$ cat src/rtl/chti_pkg.sv
`default_nettype none
package chti_pkg;
    localparam logic [63:0] FNV_BASIS = 64'd2166136261;
    localparam logic [63:0] FNV_PRIME = 64'd16777619;

    // node pool size; the entry count width CNT_W is derived from it
    localparam int POOL_NODES = 1024;
    localparam int NODE_W     = $clog2(POOL_NODES);
    localparam int CNT_W      = $clog2(POOL_NODES + 1);

    localparam logic [1:0] ST_NEW     = 2'd0;
    localparam logic [1:0] ST_UPDATED = 2'd1;
    localparam logic [1:0] ST_FULL    = 2'd2;

    localparam logic [0:0] CFG_KEY_BYTES    = 1'b0;
    localparam logic [0:0] CFG_BUCKET_COUNT = 1'b1;

    // commands from controller to datapath
    typedef struct packed {
        logic load;       // capture key and value, start hash
        logic hash_step;  // fold one key byte
        logic mod_start;  // start the bucket remainder
        logic mod_step;   // one remainder bit
        logic head_rd;    // read bucket head
        logic node_rd;    // read node at cursor
        logic follow;     // move cursor to link
        logic upd_val;    // overwrite value at cursor
        logic app_head;   // new node, hook on bucket head
        logic app_link;   // new node, hook on cursor link
    } chti_cmd_t;

    // status from datapath to controller
    typedef struct packed {
        logic hash_last;
        logic mod_done;
        logic head_valid;
        logic key_match;
        logic link_valid;
        logic pool_full;
        logic walk_limit;
    } chti_sts_t;
endpackage
`default_nettype wire

$ cat src/rtl/chti_ctrl.sv
`default_nettype none
module chti_ctrl (
    input  wire logic              clk,
    input  wire logic              rst_n,
    input  wire logic              in_valid,
    output logic                   in_ready,
    output logic                   out_valid,
    input  wire logic              out_ready,
    output logic [1:0]             status,
    output chti_pkg::chti_cmd_t    cmd,
    input  wire chti_pkg::chti_sts_t sts
);
    import chti_pkg::*;

    typedef enum logic [7:0] {
        S_IDLE  = 8'b00000001,
        S_HASH  = 8'b00000010,
        S_MOD   = 8'b00000100,
        S_HEAD  = 8'b00001000,
        S_HCHK  = 8'b00010000,
        S_NODE  = 8'b00100000,
        S_NCHK  = 8'b01000000,
        S_DONE  = 8'b10000000
    } state_t;

    state_t state_reg, state_next;
    logic [1:0] status_reg, status_next;

    assign in_ready  = (state_reg == S_IDLE);
    assign out_valid = (state_reg == S_DONE);
    assign status    = status_reg;

    // next state, status and commands
    always_comb
    begin
        state_next  = state_reg;
        status_next = status_reg;
        cmd         = '0;
        unique case (state_reg)
            S_IDLE:
                if (in_valid)
                begin
                    cmd.load   = 1'b1;
                    state_next = S_HASH;
                end
            S_HASH:
            begin
                cmd.hash_step = 1'b1;
                if (sts.hash_last)
                    state_next = S_MOD;
            end
            S_MOD:
            begin
                if (!cmd.mod_step && !sts.mod_done)
                    cmd.mod_step = 1'b1;
                if (sts.mod_done)
                    state_next = S_HEAD;
            end
            S_HEAD:
            begin
                cmd.head_rd = 1'b1;
                state_next  = S_HCHK;
            end
            S_HCHK:
                if (!sts.head_valid)
                begin
                    if (sts.pool_full)
                        status_next = ST_FULL;
                    else
                    begin
                        cmd.app_head = 1'b1;
                        status_next  = ST_NEW;
                    end
                    state_next = S_DONE;
                end
                else
                begin
                    cmd.node_rd = 1'b1;
                    state_next  = S_NCHK;
                end
            S_NODE:
            begin
                cmd.node_rd = 1'b1;
                state_next  = S_NCHK;
            end
            S_NCHK:
            begin
                if (sts.key_match)
                begin
                    cmd.upd_val = 1'b1;
                    status_next = ST_UPDATED;
                    state_next  = S_DONE;
                end
                else if (!sts.link_valid || sts.walk_limit)
                begin
                    if (sts.pool_full)
                        status_next = ST_FULL;
                    else
                    begin
                        cmd.app_link = 1'b1;
                        status_next  = ST_NEW;
                    end
                    state_next = S_DONE;
                end
                else
                begin
                    cmd.follow = 1'b1;
                    state_next = S_NODE;
                end
            end
            S_DONE:
                if (out_ready)
                    state_next = S_IDLE;
            default:
                state_next = S_IDLE;
        endcase
        if (state_reg == S_HASH && sts.hash_last)
            cmd.mod_start = 1'b1;
    end

    always_ff @(posedge clk or negedge rst_n)
    begin
        if (!rst_n)
        begin
            state_reg  <= S_IDLE;
            status_reg <= ST_NEW;
        end
        else
        begin
            state_reg  <= state_next;
            status_reg <= status_next;
        end
    end
endmodule
`default_nettype wire

$ cat config.mk
export PLATFORM = sky130hd
export DESIGN_NAME = chti_ctrl
export DESIGN_NICKNAME = d
export VERILOG_FILES = /design/src/rtl/chti_pkg.sv /design/src/rtl/chti_ctrl.sv
export SDC_FILE = /design/constraint.sdc
export NUM_CORES = 1
export LEC_CHECK = 0
export ABC_CLOCK_PERIOD_IN_PS = 2900
export BUFFER_PORTS_ARGS = -buffer_cell sky130_fd_sc_hd__buf_4
export CORE_ASPECT_RATIO = 0.8
export CORE_MARGIN = 2
export CORE_UTILIZATION = 35
export DETAILED_ROUTE_END_ITERATION = 10
export SYNTH_ARGS = -nofsm -noshare
export SYNTH_HDL_FRONTEND = slang
export SYNTH_SLANG_ARGS = --single-unit
$ cat constraint.sdc
create_clock -name clk -period 2.9 [get_ports clk]
set_clock_uncertainty 0.2 [all_clocks]
set_input_delay 0.435 -clock clk [delete_from_list [all_inputs] [get_ports clk]]
set_output_delay 0.435 -clock clk [all_outputs]
set_load 0.005 [all_outputs]
==> results of run 1 <==
## final cells by class
class,instances,area share
multi-input combinational,54,0.419
sequential,10,0.275
inverter,4,0.0164
tap,24,0.0329
timing repair buffer,26,0.216
clock buffer,4,0.0397
## cell usage after synthesis
library cell,count,area share
dfrtp_1,9,0.34
nor2_1,8,0.045
inv_1,4,0.023
and2_1,3,0.028
nand3_1,3,0.023
nor3_1,3,0.023
nor4_1,3,0.028
a21o_1,2,0.023
a21oi_1,2,0.015
and4b_1,2,0.030
and4b_2,2,0.034
nand2b_1,2,0.019
nand4b_1,2,0.026
nor3b_1,2,0.023
nor4b_1,2,0.026
or4_4,2,0.034
xnor2_1,2,0.026
a211oi_1,1,0.011
buf_2,1,0.0076
buf_4,1,0.011
dfstp_2,1,0.040
mux2_2,1,0.017
mux2i_1,1,0.015
nand3b_1,1,0.011
nand4_1,1,0.0095
nor2b_1,1,0.0095
nor3b_2,1,0.019
o211ai_1,1,0.011
o211ai_2,1,0.019
o21ai_0,1,0.0076
o22ai_1,1,0.0095
o31ai_1,1,0.011
or2_2,1,0.0095
xor2_1,1,0.013
## worst paths after layout
path | cells past startpoint | to | slack [ns]
max in group asynchronous | 2 | state_reg[0]$_DFFE_PN1P_ | 1.95
min in group asynchronous | 2 | state_reg[4]$_DFFE_PN0P_ | 0.33
hold reg to reg | 2 | status[0]$_DFFE_PN0P_ | 0.35
hold / removal | 2 | state_reg[5]$_DFFE_PN0P_ | 0.17
setup / recovery | 4 | cmd[0] | 0.16
setup reg to reg | 4 | status[0]$_DFFE_PN0P_ | 0.81
## cell usage in the layout (no fill, tap or decap), types with 3 or more instances in the layout
master / count
dfrtp_1: 9
nand3_1: 3
clkbuf_4: 3
inv_1: 4
and2_1: 3
buf_4: 25
nor2_1: 8
nor3_1: 3
nor4_1: 3
## where the power goes
group          internal [mW]  switching [mW]  leakage [nW]
registers              0.171          0.0376         0.132
clock network         0.0762          0.0513        0.0210
logic                  0.141           0.117         0.294
total                  0.389           0.206         0.447
## critical path, cell delays in order (launching register included)
cell      delay, ns
dfrtp_1        0.45
nor4_1         0.51
nand4b_1       0.41
nor4_1         0.31
buf_4          0.17
## cell families after synthesis
group	after synthesis	synth area share
xor gates and xnor gates	3	0.0397
and+or+nand+nor	39	0.399
DFF	10	0.380
buffers and inverters	6	0.0416
muxes	2	0.0321
AOI/OAI and AO/OA	10	0.108
## what timing repair did
item                       4_1_cts  5_1_grt
hold endpoints to repair        10        0
hold buffers                     1        0
buffers inserted                 0        0
setup endpoints to repair        0        0
## metrics by stage
step                cells  hold slack, ns
floorplan              70         -0.0606
global placement      117          0.0736
detailed placement    117          0.0743
CTS                   122           0.156
global route          122           0.154
finish                122           0.166
## per-layer routing
layer	routed length, um	GRT usage	up-vias	part of all wire
met1	734	0.208	273	0.48
met5	0	0	-	0
met2	687	0.245	20	0.45
met4	7	0.0154	0	0.0046
li1	-	-	319	-
met3	94	0.0704	2	0.062
==> summary.txt, run 1 <==
Run status
  • Status: finished clean

Cells and area
  • NumNets Final: 110
  • # diodes: 0
  • # fillers: 187
  • Max FFs per register: 8
  • Multi-input logic area: 383 um^2
  • Register area: 251 um^2
  • Layout cell share with drive strength beyond 1: 0.388
  • End-of-flow core utilization: 0.497
  • Final instance area: 913 um^2
  • Area Overhead vs Synth: 38.0%

Worst setup path
  • Crit path kind: register to output port
  • Critical Path AT: 2.11 ns
  • WP data required: 2.27 ns
  • Max FO, Critical Path: 9
  • CP startpoint kind: register
  • CP Capture Type: output port
  • Critical R2R Launch: state_reg[3]$_DFFE_PN0P_
  • CP Launch Point: state_reg[3]$_DFFE_PN0P_

STA
  • Final setup violating endpoints: 0
  • Final min period: 2.74 ns
  • Hold Violations, Final: 0
  • Slew at the pin with the worst max-slew slack: 0.511 ns
  • Rel. slew slack: 0.656
  • Setup_tns: 0 ns
  • Final Worst Setup Slack: 0.156 ns
  • RSZ-0062 raised after global routing: false
  • Max-slew violation count: 0
  • Crit share post-route: 0.946
  • Maximum clock frequency: 364 MHz

Synth
  • Synth Instances: 70
  • Post-synth cell types: 34
  • Mapped Area: 662 um^2
  • Synth Warn #: 0
  • Sequential area share after synthesis: 0.380
  • Average size of a mapped cell: 9.46 um^2
  • Syn Nets: 81
  • Synthesized flop and latch total: 10

Global routing
  • Vias in the first global route: 591
  • GR Overflow Total: 0
  • Initial antenna violation count: 0
  • Gr usage total: 0.157
  • Global-route wire length before repair: 2620 um
  • Largest net degree at the start of global routing: 11

Clock tree
  • Clk root buf: clkbuf_4
  • Inserted Clock Buffers: 3
  • # H-tree levels: 1
  • CTS tree: built
  • Clk slew on worst S/H paths: 0.07 ns
  • Clock sinks: 10
  • Clock Path Buffers: 2
  • PostCTS Resize Cnt: 0
  • Clk_lat worst skew: 0.27 ns

Routing
  • Vias: 614
  • DRT iter0 DRCs: 5
  • Final wirelength: 1520 um
  • DRC: 0
  • WL per Instance: 12.5 um
  • DR vias/cell: 5.03
  • Initial DRT Pass Iterations: 4
  • Final antenna-violating net count: 0

Floorplan
  • Starting Density: 0.360
  • I/O pin count: 25
  • Die Width: 52.6 um
  • Core area: 1840 um^2
  • Row cnt: 14
  • Full die area: 2260 um^2
  • Die H: 42.9 um

Run
  • Maxcap violations: 0

Placement
  • Placed cell area: 867 um^2
  • IO buf count: 24
  • Post-detail-place hpwl: 1150 um
  • Post-Place Worst Slack: 0.497 ns
  • Routability cong.: 0.829

Worst hold path
  • Hold wc startpoint: sts[3]
  • HP Class: input pin to register

Power and ir drop
  • Pleak: 0.447 nW
  • PwrDens: 651 nW/um^2
  • VDD IR-drop max: 294 uV
  • Final Power: 595 uW
(Power assumes the default switching activity.)
==> inputs of run 2 (changes only) <==
--- a/config.mk
+++ b/config.mk
@@ -9,8 +9,9 @@
 export BUFFER_PORTS_ARGS = -buffer_cell sky130_fd_sc_hd__buf_4
 export CORE_ASPECT_RATIO = 0.8
 export CORE_MARGIN = 2
-export CORE_UTILIZATION = 35
+export CORE_UTILIZATION = 40
 export DETAILED_ROUTE_END_ITERATION = 10
+export PLACE_DENSITY_LB_ADDON = 0.3
 export SYNTH_ARGS = -nofsm -noshare
 export SYNTH_HDL_FRONTEND = slang
 export SYNTH_SLANG_ARGS = --single-unit
==> run 2 against run 1 <==
Against the previous run:
- combinational power is 8% lower
- largest power group unchanged
- largest cell class unchanged
- clock power is 24% lower
- design area is 1.4% lower
- setup slack better by 0.24 ns
- critical path type unchanged
==> summary.txt, run 2 (synthesis gave the netlist of run 1 again) <==
Cells and area
  • Area Overhead vs Synth: 36.1%
  • Commonest non-fill, non-tap cell in the layout: buf_4
  • Final instance area: 901 um^2
  • Layout cell share with drive strength beyond 1: 0.378
  • Most frequent cells in the layout: buf_4 (25), dfrtp_1 (9), nor2_1 (8), inv_1 (4)
  • NumNets Final: 110
  • Max FFs per register: 8
  • # diodes: 0

Worst setup path
  • Critical Path Max Stage Delay: 0.44 ns
  • Most used cell, CP: buf_4
  • WP data required: 2.27 ns
  • Reg2Reg Setup Slack: 0.94 ns
  • Worst Path Buf+Inv: 2
  • CP Capture Type: output port
  • Critical Path AT: 1.87 ns
  • CP cell instances: nor4_1 > nand4b_1 > buf_4 > nor3b_2 > buf_4
  • Slowest CP cell: dfrtp_1
  • Crit path kind: register to output port
  • CP startpoint kind: register
  • CP top delay family: simple AND/OR/NAND/NOR gates
  • Max FO, Critical Path: 8

Routing
  • Final antenna-violating net count: 0
  • Initial DRT Pass Iterations: 2
  • WL per Instance: 12.3 um
  • Vias: 635
  • DRT iter0 DRCs: 6
  • Final wirelength: 1470 um
  • DR vias/cell: 5.29
  • DRC: 0

Power and ir drop
  • Sw frac: 0.349
  • VDD IR-drop max: 427 uV
  • Final Power: 545 uW
  • Pleak: 0.440 nW
  • PwrDens: 605 nW/um^2
  • Register share of total power: 0.386
  • Part of the power in combinational logic: 0.437
  • Pint: 355 uW
  • Sw Pwr: 190 uW
  • Clk pwr share: 0.177

STA
  • Hold Violations, Final: 0
  • Setup_tns: 0 ns
  • Maximum clock frequency: 400 MHz
  • Final min period: 2.50 ns
  • Slew at the pin with the worst max-slew slack: 0.538 ns
  • Crit share post-route: 0.863
  • Rel. slew slack: 0.638
  • Final hold slack: 0.167 ns
  • RSZ-0062 raised after global routing: false
  • Final setup violating endpoints: 0
  • Max-slew violation count: 0

Placement
  • Post-detail-place hpwl: 1150 um
  • IO buf count: 24
  • Placed cell area: 857 um^2
  • Routability cong.: 0.779

Clock tree
  • Clock Path Buffers: 2
  • Inserted Clock Buffers: 3
  • Clk_lat worst skew: 0.26 ns
  • CTS tree: built
  • # H-tree levels: 1
  • Clk slew on worst S/H paths: 0.06 ns
  • PostCTS Resize Cnt: 0
  • Clock sinks: 10
  • Clk root buf: clkbuf_4

Global routing
  • Global-route wire length before repair: 2190 um
  • Initial antenna violation count: 0
  • Gr usage total: 0.151
  • GR Overflow Total: 0
  • Vias in the first global route: 490
  • Largest net degree at the start of global routing: 11

Floorplan
  • Core area: 1590 um^2
  • Starting Density: 0.415
  • Die Width: 49.5 um
  • Row cnt: 13
  • I/O pin count: 25
  • Full die area: 2000 um^2
  • Die H: 40.4 um

Run status
  • Status: finished clean

Worst hold path
  • HP Class: input pin to register

Run
  • Maxcap violations: 0
-- run 2: cell counts in the layout (fill, tap and decap cells not counted) --
No cell type changed its count.
-- run 2: path summary, 6_finish.rpt --
check,cells after the start,from,end
worst max-delay path,5,state_reg[3]$_DFFE_PN0P_,cmd[3]
worst min-delay path,2,sts[3],state_reg[5]$_DFFE_PN0P_
worst max register to register,4,state_reg[1]$_DFFE_PN0P_,status[1]$_DFFE_PN0P_
worst min register to register,2,status[0]$_DFFE_PN0P_,status[0]$_DFFE_PN0P_
max in group asynchronous,2,rst_n,state_reg[0]$_DFFE_PN1P_
min in group asynchronous,2,rst_n,state_reg[3]$_DFFE_PN0P_
-- run 2: metal layers --
metal	vias up	share of wire	track usage
li1	322	-	-
met1	300	0.50	0.210
met2	13	0.44	0.230
met3	0	0.054	0.0560
met4	0	0	0.0208
met5	-	0	0
-- run 2: repair_timing --
action | 4_1_cts | 5_1_grt
endpoints found under the setup margin | 0 | 1
setup buffers | 0 | 1
hold buffers | 1 | 0
endpoints found under the hold margin | 10 | 0
-- run 2: final cells by class --
type,count,area (um^2)
well taps,22,27.5
flip-flops and latches,10,251
repair buffers,26,198
multi-input cells,54,383
clock buffers,4,26.3
fillers,171,693
inverters,4,15.0
-- run 2: stage by stage --
step	std cells	util	setup slack, ns
2_1_floorplan	70	-	0.900
6_report	120	0.565	0.397
3_5_place_dp	114	0.538	0.574
4_1_cts	119	0.560	0.260
3_3_place_gp	114	0.538	0.638
5_1_grt	120	0.565	0.143
-- run 2: power groups by stage --
stage	Sequential, mW	Clock, mW	Combinational (mW)
floorplan	0.202	0	0.153
global placement	0.211	0	0.236
detailed placement	0.212	0	0.236
CTS	0.209	0.102	0.238
global route	0.216	0.111	0.260
finish	0.211	0.0967	0.238
==> inputs of run 3 (changes only) <==
--- a/config.mk
+++ b/config.mk
@@ -7,11 +7,14 @@
 export LEC_CHECK = 0
 export ABC_CLOCK_PERIOD_IN_PS = 2900
 export BUFFER_PORTS_ARGS = -buffer_cell sky130_fd_sc_hd__buf_4
+export CELL_PAD_IN_SITES_DETAIL_PLACEMENT = 1
+export CELL_PAD_IN_SITES_GLOBAL_PLACEMENT = 1
 export CORE_ASPECT_RATIO = 0.8
 export CORE_MARGIN = 2
-export CORE_UTILIZATION = 40
+export CORE_UTILIZATION = 37
 export DETAILED_ROUTE_END_ITERATION = 10
 export PLACE_DENSITY_LB_ADDON = 0.3
+export SLEW_MARGIN = 20
 export SYNTH_ARGS = -nofsm -noshare
 export SYNTH_HDL_FRONTEND = slang
 export SYNTH_SLANG_ARGS = --single-unit
==> run 3 against run 2 <==
Against the previous run:
- register-to-register slack worse by 0.08 ns
- fmax is 4.3% lower
- total power is 6.4% higher
- die area is 7.4% higher
- count of clock-buffer cells in the layout stayed put
- first-iteration DRC count grew to 3.8 times the previous value
- wire length is 33% higher
- design area is 1.7% higher
- sequential power hardly changed
- critical path depth is 1 lower
- largest cell class unchanged
- largest power group unchanged
==> summary.txt, run 3 (synthesis gave the netlist of run 1 again) <==
Cells and area
  • Layout cell share with drive strength beyond 1: 0.390
  • Area Overhead vs Synth: 38.4%
  • End-of-flow core utilization: 0.552
  • Finished Layout Cells: 122
  • NumNets Final: 112
  • Commonest non-fill, non-tap cell in the layout: buf_4
  • Most frequent cells in the layout: buf_4 (27), dfrtp_1 (9), nor2_1 (8), inv_1 (4)
  • # diodes: 0
  • Max FFs per register: 8

STA
  • RSZ-0062 raised after global routing: false
  • Final hold slack: 0.170 ns
  • Max-slew violation count: 0
  • Slew at the pin with the worst max-slew slack: 0.609 ns
  • Final setup violating endpoints: 0
  • Setup_tns: 0 ns
  • Maximum clock frequency: 382 MHz
  • Hold Violations, Final: 0
  • Final min period: 2.62 ns
  • Crit share post-route: 0.902
  • Rel. slew slack: 0.590

Clock tree
  • Inserted Clock Buffers: 3
  • Clk slew on worst S/H paths: 0.07 ns
  • Clock Path Buffers: 2
  • PostCTS Resize Cnt: 0
  • Clk root buf: clkbuf_4
  • Clk_lat worst skew: 0.28 ns
  • # H-tree levels: 1
  • Clock sinks: 10
  • CTS tree: built

Floorplan
  • I/O pin count: 25
  • Starting Density: 0.399
  • Die Width: 51.3 um
  • Die H: 41.8 um
  • Full die area: 2150 um^2
  • Row cnt: 13
  • Core area: 1660 um^2

Run status
  • Status: finished clean

Worst setup path
  • Max FO, Critical Path: 7
  • RR Endpoint: status[0]$_DFFE_PN0P_
  • Reg2Reg Setup Slack: 0.86 ns
  • WP data required: 2.27 ns
  • Crit path kind: register to output port
  • CP startpoint kind: register
  • Critical Path AT: 1.98 ns
  • Worst Reg-to-Reg Cells: 5
  • CP Capture Type: output port
  • Critical R2R Launch: state_reg[3]$_DFFE_PN0P_

Power and ir drop
  • PwrDens: 634 nW/um^2
  • VDD IR-drop max: 416 uV
  • Pleak: 0.449 nW

Placement
  • Inst Count DP: 115
  • Routability cong.: 0.872
  • IO buf count: 24
  • Post-detail-place hpwl: 1440 um

Global routing
  • GR Overflow Total: 0
  • Largest net degree at the start of global routing: 11
  • Vias in the first global route: 662
  • Global-route wire length before repair: 3130 um
  • Initial antenna violation count: 0
  • Gr usage total: 0.201

Run
  • Maxcap violations: 0

Worst hold path
  • HP Class: input pin to register
  • Hold Path End: state_reg[5]$_DFFE_PN0P_
  • Hold wc startpoint: sts[3]
  • Worst Hold Depth: 2

Routing
  • Final antenna-violating net count: 0
  • WL per Instance: 16.1 um
  • Final wirelength: 1960 um
  • DRC: 0
  • Initial DRT Pass Iterations: 4
  • Vias: 658
  • DR vias/cell: 5.39
  • DRT iter0 DRCs: 23
==> run 3: changes by cell type in the layout (fill, tap and decap cells not counted) <==
cell | before | now
buf_4 | 25 | 27
==> run 3: through the flow <==
stage | power [mW] | setup slack [ns] | cell area [um^2]
global placement | 0.461 | 0.613 | 865
global route | 0.621 | 0.191 | 916
finish | 0.580 | 0.283 | 916
detailed placement | 0.471 | 0.437 | 865
floorplan | 0.354 | 0.900 | 662
CTS | 0.584 | 0.120 | 901
==> run 3: critical path, cell delays in order, from the launching register on <==
cell and delay (ns):
dfrtp_1 0.46, nor4_1 0.52, nand4b_1 0.27, nor4_1 0.28, buf_4 0.18
==> run 3: timing repair <==
item                       in CTS  in global routing
hold buffers                    1                  0
hold endpoints to repair       10                  0
buffers inserted                0                  2
setup endpoints to repair       0                  2
==> run 3: how the worst max path moves through the flow <==
stage                                  start      to  slack [ns]  cells past startpoint
finish              state_reg[3]$_DFFE_PN0P_  cmd[0]        0.28                      4
detailed placement  state_reg[3]$_DFFE_PN0P_  cmd[0]        0.44                      4
floorplan           state_reg[3]$_DFFE_PN0P_  cmd[0]        0.90                      3
global placement    state_reg[3]$_DFFE_PN0P_  cmd[3]        0.61                      4
global route        state_reg[3]$_DFFE_PN0P_  cmd[2]        0.19                      5
CTS                 state_reg[3]$_DFFE_PN0P_  cmd[0]        0.12                      4
==> run 3: layer usage <==
metal	global-route usage	vias up	wire length (um)
met1	0.264	319	880
met5	0	-	0
met2	0.312	13	967
met4	0.0474	0	13
li1	-	324	-
met3	0.0755	2	100
==> run 3: final cells by class <==
cell class / instances / area (um^2)
flip-flops and latches: 10 / 251
clock buffers: 4 / 26.3
well taps: 22 / 27.5
inverters: 4 / 15.0
fillers: 212 / 743
multi-input cells: 54 / 383
repair buffers: 28 / 213
==> run 3: power by group <==
part / internal [mW] / switching, mW / total (mW)
Combinational: 0.142 / 0.122 / 0.264
Sequential: 0.171 / 0.0403 / 0.212
Clock: 0.0533 / 0.0517 / 0.105
Total: 0.366 / 0.214 / 0.580
